File: src/hdl/lfu_pkg.sv
// lfu_pkg: shared types and constants for the lfu cache with lru tie-break
// holds request/response word structs, sequencer state enum and sizing constants
// depends on nothing
package lfu_pkg;

    localparam int LFU_ENTRIES = 16;
    localparam int LFU_IDX_W   = (LFU_ENTRIES > 1) ? $clog2(LFU_ENTRIES) : 1;
    localparam int LFU_OCC_W   = $clog2(LFU_ENTRIES + 1);
    localparam int LFU_CAP_W   = 5;
    localparam int LFU_CMP_W   = (LFU_OCC_W > LFU_CAP_W) ? LFU_OCC_W : LFU_CAP_W;
    localparam int LFU_KEY_W   = 32;
    localparam int LFU_DATA_W  = 32;
    localparam int LFU_CNT_W   = 32;
    localparam int LFU_TOUCH_W = 64;

    localparam logic [LFU_CAP_W-1:0] LFU_CAP_RESET = LFU_CAP_W'(16);

    localparam logic FUNC_GET = 1'b0;
    localparam logic FUNC_PUT = 1'b1;

    typedef struct packed {
        logic                  func;
        logic [LFU_KEY_W-1:0]  lookup_key;
        logic [LFU_DATA_W-1:0] store_value;
    } t_lfu_req;

    typedef struct packed {
        logic                  found;
        logic [LFU_DATA_W-1:0] read_value;
        logic                  evicted;
        logic [LFU_KEY_W-1:0]  evicted_key;
    } t_lfu_rsp;

    typedef enum logic [1:0] {
        ST_IDLE,
        ST_SCAN,
        ST_UPDATE
    } t_lfu_state;

endpackage

File: src/hdl/lfu_cache_with_lru_tiebreak_top.sv
// lfu_cache_with_lru_tiebreak_top: key-value cache, least-frequently-used replacement
// ties broken by least recent touch; one entry scanned per cycle by a shared compare unit
// depends on lfu_pkg
//
//  channel   signals                                  handshake
//  --------  ---------------------------------------  ---------------------------------
//  request   start, i_req (t_lfu_req), busy           word taken when start & !busy
//  response  o_done, o_rsp (t_lfu_rsp)                one-cycle strobe, no backpressure
//  config    i_cfg_valid, i_cfg_data, o_cfg_ready     capacity written when valid & ready
//
//  every word passes through the accept edge, the scan (one slot per cycle through
//  the shared key/victim compare) and the update state that writes the slot
//  the response strobe shows in the cycle after the update, with busy already low
//  reset (synchronous, active low) clears valid bits, touch clock, capacity to 16
//  and the sequencer; no clearing pass is needed since valid bits live in flops
//  the response side cannot stall, so nothing ever waits on the receiver
module lfu_cache_with_lru_tiebreak_top
    import lfu_pkg::*;
(
    input  logic                 i_clk,
    input  logic                 i_rst_n,
    // request
    input  logic                 start,
    input  t_lfu_req             i_req,
    output logic                 busy,
    // response
    output logic                 o_done,
    output t_lfu_rsp             o_rsp,
    // capacity register
    input  logic                 i_cfg_valid,
    input  logic [LFU_CAP_W-1:0] i_cfg_data,
    output logic                 o_cfg_ready
);

    // slot storage: valid bits in resettable flops, the rest written before read
    logic [LFU_ENTRIES-1:0]  r_valid;
    logic [LFU_KEY_W-1:0]    r_slot_key   [LFU_ENTRIES];
    logic [LFU_DATA_W-1:0]   r_slot_data  [LFU_ENTRIES];
    logic [LFU_CNT_W-1:0]    r_use_count  [LFU_ENTRIES];
    logic [LFU_TOUCH_W-1:0]  r_last_touch [LFU_ENTRIES];

    logic [LFU_TOUCH_W-1:0]  r_touch_clk;
    logic [LFU_CAP_W-1:0]    r_cap;

    // sequencer
    t_lfu_state              r_state, n_state;
    logic [LFU_IDX_W-1:0]    r_idx;
    logic                    scan_en;
    logic                    upd_en;
    logic                    scan_last;

    // latched request
    t_lfu_req                r_req;

    // scan results
    logic                    r_hit;
    logic [LFU_IDX_W-1:0]    r_hit_idx;
    logic [LFU_DATA_W-1:0]   r_hit_data;
    logic [LFU_CNT_W-1:0]    r_hit_cnt;
    logic                    r_vic_vld;
    logic [LFU_IDX_W-1:0]    r_vic_idx;
    logic [LFU_KEY_W-1:0]    r_vic_key;
    logic [LFU_CNT_W-1:0]    r_vic_cnt;
    logic [LFU_TOUCH_W-1:0]  r_vic_touch;
    logic                    r_free_vld;
    logic [LFU_IDX_W-1:0]    r_free_idx;
    logic [LFU_OCC_W-1:0]    r_occ;

    // output registers
    logic                    r_done;
    t_lfu_rsp                r_rsp;

    // shared compare unit, fed from the slot under the scan index
    logic                    cur_valid;
    logic [LFU_KEY_W-1:0]    cur_key;
    logic [LFU_CNT_W-1:0]    cur_cnt;
    logic [LFU_TOUCH_W-1:0]  cur_touch;
    logic                    key_match;
    logic                    older_lower;

    // update decisions
    logic [LFU_CMP_W-1:0]    eff_cap;
    logic                    full;
    logic                    wen;
    logic [LFU_IDX_W-1:0]    widx;
    logic [LFU_DATA_W-1:0]   wdata;
    logic [LFU_CNT_W-1:0]    wcnt;
    logic [LFU_TOUCH_W-1:0]  touch_next;
    t_lfu_rsp                rsp_next;

    assign busy        = (r_state != ST_IDLE);
    assign o_cfg_ready = !busy;
    assign o_done      = r_done;
    assign o_rsp       = r_rsp;

    assign scan_last = (r_idx == LFU_IDX_W'(LFU_ENTRIES - 1));

    // next state
    always_comb begin
        n_state = r_state;
        case (r_state)
            ST_IDLE: begin
                if (start) begin
                    n_state = ST_SCAN;
                end
            end
            ST_SCAN: begin
                if (scan_last) begin
                    n_state = ST_UPDATE;
                end
            end
            ST_UPDATE: begin
                n_state = ST_IDLE;
            end
            default: begin
                n_state = ST_IDLE;
            end
        endcase
    end

    // state decode
    always_comb begin
        scan_en = 1'b0;
        upd_en  = 1'b0;
        case (r_state)
            ST_IDLE:   begin end
            ST_SCAN:   scan_en = 1'b1;
            ST_UPDATE: upd_en  = 1'b1;
            default:   begin end
        endcase
    end

    always_ff @(posedge i_clk) begin
        if (!i_rst_n) begin
            r_state <= ST_IDLE;
        end else begin
            r_state <= n_state;
        end
    end

    // scan index runs 0..ENTRIES-1 during the scan
    always_ff @(posedge i_clk) begin
        if (!i_rst_n) begin
            r_idx <= '0;
        end else if (scan_en) begin
            r_idx <= scan_last ? '0 : r_idx + LFU_IDX_W'(1);
        end else begin
            r_idx <= '0;
        end
    end

    // capacity register, only written while idle
    always_ff @(posedge i_clk) begin
        if (!i_rst_n) begin
            r_cap <= LFU_CAP_RESET;
        end else if (i_cfg_valid && o_cfg_ready) begin
            r_cap <= i_cfg_data;
        end
    end

    // request capture
    always_ff @(posedge i_clk) begin
        if (start && !busy) begin
            r_req <= i_req;
        end
    end

    // shared compare: key equality plus {count, touch} ordering against the victim
    assign cur_valid   = r_valid[r_idx];
    assign cur_key     = r_slot_key[r_idx];
    assign cur_cnt     = r_use_count[r_idx];
    assign cur_touch   = r_last_touch[r_idx];
    assign key_match   = (cur_key == r_req.lookup_key);
    assign older_lower = ({cur_cnt, cur_touch} < {r_vic_cnt, r_vic_touch});

    always_ff @(posedge i_clk) begin
        if (start && !busy) begin
            r_hit      <= 1'b0;
            r_vic_vld  <= 1'b0;
            r_free_vld <= 1'b0;
            r_occ      <= '0;
        end else if (scan_en) begin
            if (cur_valid) begin
                r_occ <= r_occ + LFU_OCC_W'(1);
                if (key_match) begin
                    r_hit      <= 1'b1;
                    r_hit_idx  <= r_idx;
                    r_hit_data <= r_slot_data[r_idx];
                    r_hit_cnt  <= cur_cnt;
                end
                if (!r_vic_vld || older_lower) begin
                    r_vic_vld   <= 1'b1;
                    r_vic_idx   <= r_idx;
                    r_vic_key   <= cur_key;
                    r_vic_cnt   <= cur_cnt;
                    r_vic_touch <= cur_touch;
                end
            end else if (!r_free_vld) begin
                r_free_vld <= 1'b1;
                r_free_idx <= r_idx;
            end
        end
    end

    // update decisions from the captured scan results
    assign eff_cap    = (LFU_CMP_W'(r_cap) > LFU_CMP_W'(LFU_ENTRIES))
                        ? LFU_CMP_W'(LFU_ENTRIES) : LFU_CMP_W'(r_cap);
    assign full       = (LFU_CMP_W'(r_occ) >= eff_cap);
    assign touch_next = r_touch_clk + LFU_TOUCH_W'(1);

    always_comb begin
        wen      = 1'b0;
        widx     = r_hit_idx;
        wdata    = r_req.store_value;
        wcnt     = LFU_CNT_W'(1);

        rsp_next             = '0;
        rsp_next.found       = r_hit;

        if (r_req.func == FUNC_GET) begin
            if (r_hit) begin
                wen                 = 1'b1;
                wdata               = r_hit_data;
                rsp_next.read_value = r_hit_data;
            end
        end else if (eff_cap != '0) begin
            if (r_hit) begin
                wen = 1'b1;
            end else if (full && r_vic_vld) begin
                // victim slot is refilled with the new key
                wen                  = 1'b1;
                widx                 = r_vic_idx;
                rsp_next.evicted     = 1'b1;
                rsp_next.evicted_key = r_vic_key;
            end else if (r_free_vld) begin
                wen  = 1'b1;
                widx = r_free_idx;
            end
        end

        // hit bumps the count, saturating; a fresh insert starts at one
        if (r_hit) begin
            wcnt = (r_hit_cnt == '1) ? r_hit_cnt : r_hit_cnt + LFU_CNT_W'(1);
        end

        wen = wen & upd_en;
    end

    // slot storage write port; evict and refill hit the same slot, so valid stays set
    always_ff @(posedge i_clk) begin
        if (wen) begin
            r_slot_key[widx]   <= r_req.lookup_key;
            r_slot_data[widx]  <= wdata;
            r_use_count[widx]  <= wcnt;
            r_last_touch[widx] <= touch_next;
        end
    end

    always_ff @(posedge i_clk) begin
        if (!i_rst_n) begin
            r_valid     <= '0;
            r_touch_clk <= '0;
        end else if (wen) begin
            r_valid[widx] <= 1'b1;
            r_touch_clk   <= touch_next;
        end
    end

    // response word, one-cycle strobe after the update
    always_ff @(posedge i_clk) begin
        if (!i_rst_n) begin
            r_done <= 1'b0;
        end else begin
            r_done <= upd_en;
        end
    end

    always_ff @(posedge i_clk) begin
        if (upd_en) begin
            r_rsp <= rsp_next;
        end
    end

endmodule

File: config.mk
export PLATFORM = sky130hd
export DESIGN_NAME = lfu_cache_with_lru_tiebreak_top
export DESIGN_NICKNAME = d
export VERILOG_FILES = /design/src/hdl/lfu_pkg.sv /design/src/hdl/lfu_cache_with_lru_tiebreak_top.sv
export SDC_FILE = /design/constraint.sdc
export NUM_CORES = 2
export LEC_CHECK = 0
export BUFFER_PORTS_ARGS = -buffer_cell sky130_fd_sc_hd__buf_2
export CAP_MARGIN = 25
export CELL_PAD_IN_SITES_DETAIL_PLACEMENT = 1
export CELL_PAD_IN_SITES_GLOBAL_PLACEMENT = 2
export CORE_MARGIN = 2
export CORE_UTILIZATION = 46
export CTS_BUF_LIST = sky130_fd_sc_hd__clkbuf_16
export DETAILED_ROUTE_END_ITERATION = 8
export GPL_TIMING_DRIVEN = 0
export PLACE_DENSITY = 0.82
export SYNTH_ARGS = -nofsm -noshare
export SYNTH_HDL_FRONTEND = slang
export SYNTH_SLANG_ARGS = --single-unit
File: constraint.sdc
create_clock -name i_clk -period 9.97 [get_ports i_clk]
set_input_delay 1.994 -clock i_clk [delete_from_list [all_inputs] [get_ports i_clk]]
set_output_delay 1.994 -clock i_clk [all_outputs]
set_load 0.01 [all_outputs]
==> metrics.cfg <==
[place]
gp_congestion=0.836
hpwlAfterDp_microns=219000
dp_slack_ns=1.01
port_buffers=142

[synthesis]
yosysSeqAreaShare=0.760
yosys.area.top_type_share=0.742
synthFlopType=edfxtp_1
syn_avg_cell_area_sq_um=21.4
synth_fp_nets=5657
synth_cells=5479
synth-async-reset-ratio=0
synth.largest_area_cell=edfxtp_1
yosysWarnings=0
ys_types=81
syn-cell-area_sq_um=117000
ys_ff_latch=2995
synth_edf_count=2895
synth_area_leaders=edfxtp_1 (74%), mux4_2 (14%), dfxtp_1 (1.7%)

[detailed_routing]
top_layer_used=met5
drt_wl_total_microns=340000
drc=0
dr_total_vias=60900
wl_met1_microns=128000
dr_wl_met3_microns=28400
ant_nets=0
via_per_inst=6.24
wl_met2_microns=170000
drt_first_pass_iters=6
drt_iter0_drc=8016
wire_per_inst_microns=34.8

[power]
ir_worst_vdd_mv=0.201
power_density_nw_per_um2=191
leakagePower_nw=45.3

[clock_network]
ctsHtreeMaxLevel=5
root_buffer=clkbuf_16
ctsResizeCount=0
post_cts_buffers=0
cts_made_buffers=312
cts_tree=yes
postCtsHoldBufs=0
cts.sinks=2995
path_clk_slew_ns=0.06
clk_path_buf_depth=4
clk_latency_ns=0.99

[critical_path]
critPathArrivalTime_ns=9.83
worstPathMaxFanout=43
worst_ep_required_time_ns=10.56
worstSetupStartpointType=register
cp-end-kind=register
crit_type=register to register

[finish]
final_cell_mix=edfxtp_1 (2895), mux4_2 (753), clkbuf_16 (320), buf_2 (232), inv_1 (174)
nets=6347
area_growth_pct=16.3
drive_gt1_frac=0.275
fill_cells=22200
final_common_cell=edfxtp_1

[floorplanning]
rows=185
dieHeight_microns=509
dieArea_sq_um=259000
die_w_microns=509
initial_core_util=0.462
num_io_pins=143
core_sq_um=254000

[sta]
tightest_slew_ns=1.17
hold_viol=0
fmax_mhz=108
tns_ns=0
rsz0062_at_grt=no
slew_viol_final=0
fin_crit_ns=9.24
setup_slack_ns=0.732
setup_viol=0
fin_worst_skew_ns=0.0908
slew_headroom=0.219
min_period_over_period=0.927

[worst_hold_path]
holdCritPathClass=register to register

[global_routing]
grt_overflow=0
grt.total_usage=0.263
grt_max_degree=51
grt_pass1_wl_microns=480000
grt_pass1_vias=64000
antenna_found_initial=19

[run]
drv_cap=0

[run_status]
outcome=completed

## worst paths after layout
check                  to        from  slack (ns)  cells past startpoint
max          r_vic_key[9]    r_idx[2]        0.73                     17
max reg2reg  r_vic_key[9]    r_idx[2]        0.73                     17
min            r_valid[7]  r_valid[7]        0.47                      2
min reg2reg    r_valid[7]  r_valid[7]        0.47                      2
## flip-flops by register name, summed over array words and instances, names as in the netlist, 2 cells and up
signal / cells
r_last_touch: 1024
r_slot_data: 512
r_slot_key: 512
r_use_count: 512
o_rsp: 66
r_req: 65
r_touch_clk: 64
r_vic_touch: 64
r_hit_cnt: 32
r_hit_data: 32
r_vic_cnt: 32
r_vic_key: 32
r_valid: 16
r_cap: 5
r_occ: 5
r_free_idx: 4
r_hit_idx: 4
r_idx: 4
r_vic_idx: 4
r_state: 2
## worst max-delay path: stages, from the launching register on
cell and delay (ns):
dfxtp_1 0.66, buf_2 0.38, buf_2 0.37, buf_2 0.44, clkbuf_1 0.81, buf_2 0.66
clkbuf_2 0.72, clkbuf_1 0.77, mux4_2 0.53, ha_1 0.36, a21o_1 0.19, a211oi_1 0.24
a211oi_1 0.11, a2111oi_0 0.62, o221ai_1 0.27, a211oi_1 0.52, o211a_4 0.71, buf_16 0.33
## synth_stat cells, types with 4 or more instances
cell type,number
edfxtp_1,2895
mux4_2,753
nand2_1,154
nor2_1,147
xor2_1,121
inv_1,117
ha_1,104
and2_1,103
clkbuf_1,100
dfxtp_1,100
buf_2,89
nand3_1,82
mux2i_1,81
xnor2_1,60
a21oi_1,51
nand4_1,51
o21ai_0,48
and3_1,41
mux2_2,38
buf_1,34
a21o_1,32
a22oi_1,21
nor2b_1,17
nand2b_1,16
or3_1,16
and4_1,15
buf_6,14
nor3_1,14
o21ai_1,12
nor4_1,10
nand3b_1,9
o211ai_1,9
a211oi_1,7
a31oi_1,7
buf_4,7
o221ai_1,7
o22ai_1,7
nand4b_1,6
a21boi_0,5
a2bb2oi_1,5
o31ai_1,5
or4_1,5
a22o_1,4
## layer usage
metal | global-route usage | up-vias
li1 | - | 24000
met1 | 0.344 | 32700
met2 | 0.438 | 3501
met3 | 0.0501 | 719
met4 | 0.100 | 6
met5 | 0 | -
## cells by family after synthesis
logic type | Yosys count | share of synthesized area
multiplexers | 875 | 0.156
adder cells (fa/ha/maj) | 104 | 0.0111
AO/OA/AOI/OAI | 254 | 0.0145
XOR/XNOR | 181 | 0.0135
buffers and inverters | 366 | 0.0142
AND/OR/NAND/NOR | 704 | 0.0313
flip-flops | 2995 | 0.760
## area by class of cell
cell class / instances / area [sq um] / area share
sequential: 2995 / 88900 / 0.653
inverter: 119 / 447 / 0.00328
antenna: 10 / 25.0 / 0.000184
timing repair buffer: 376 / 4810 / 0.0353
clock inverter: 221 / 1810 / 0.0133
buffer: 247 / 1230 / 0.00904
multi-input combinational: 2118 / 26700 / 0.196
clock buffer: 320 / 8010 / 0.0588
tap: 3366 / 4210 / 0.0309
## where the power goes
| part | internal (W) | leakage (nW) | switching [W] | total (W) |
|---|---|---|---|---|
| Combinational | 0.000322 | 12.1 | 0.000460 | 0.000782 |
| Sequential | 0.0137 | 28.2 | 0.0000579 | 0.0138 |
| Clock | 0.00660 | 5.04 | 0.00483 | 0.0114 |
| Total | 0.0206 | 45.3 | 0.00535 | 0.0260 |
## per-stage QoR
stage | area (sq um) | util | power [W] | std cells | hold WS, ns
floorplan | 117000 | - | 0.0145 | 5479 | 0.406
global placement | 122000 | 0.481 | 0.0148 | 8987 | 0.428
detailed placement | 126000 | 0.497 | 0.0148 | 9199 | 0.448
CTS | 136000 | 0.536 | 0.0261 | 9740 | 0.466
global route | 136000 | 0.537 | 0.0265 | 9764 | 0.478
finish | 136000 | 0.537 | 0.0260 | 9772 | 0.469
(Power assumes the default switching activity.)
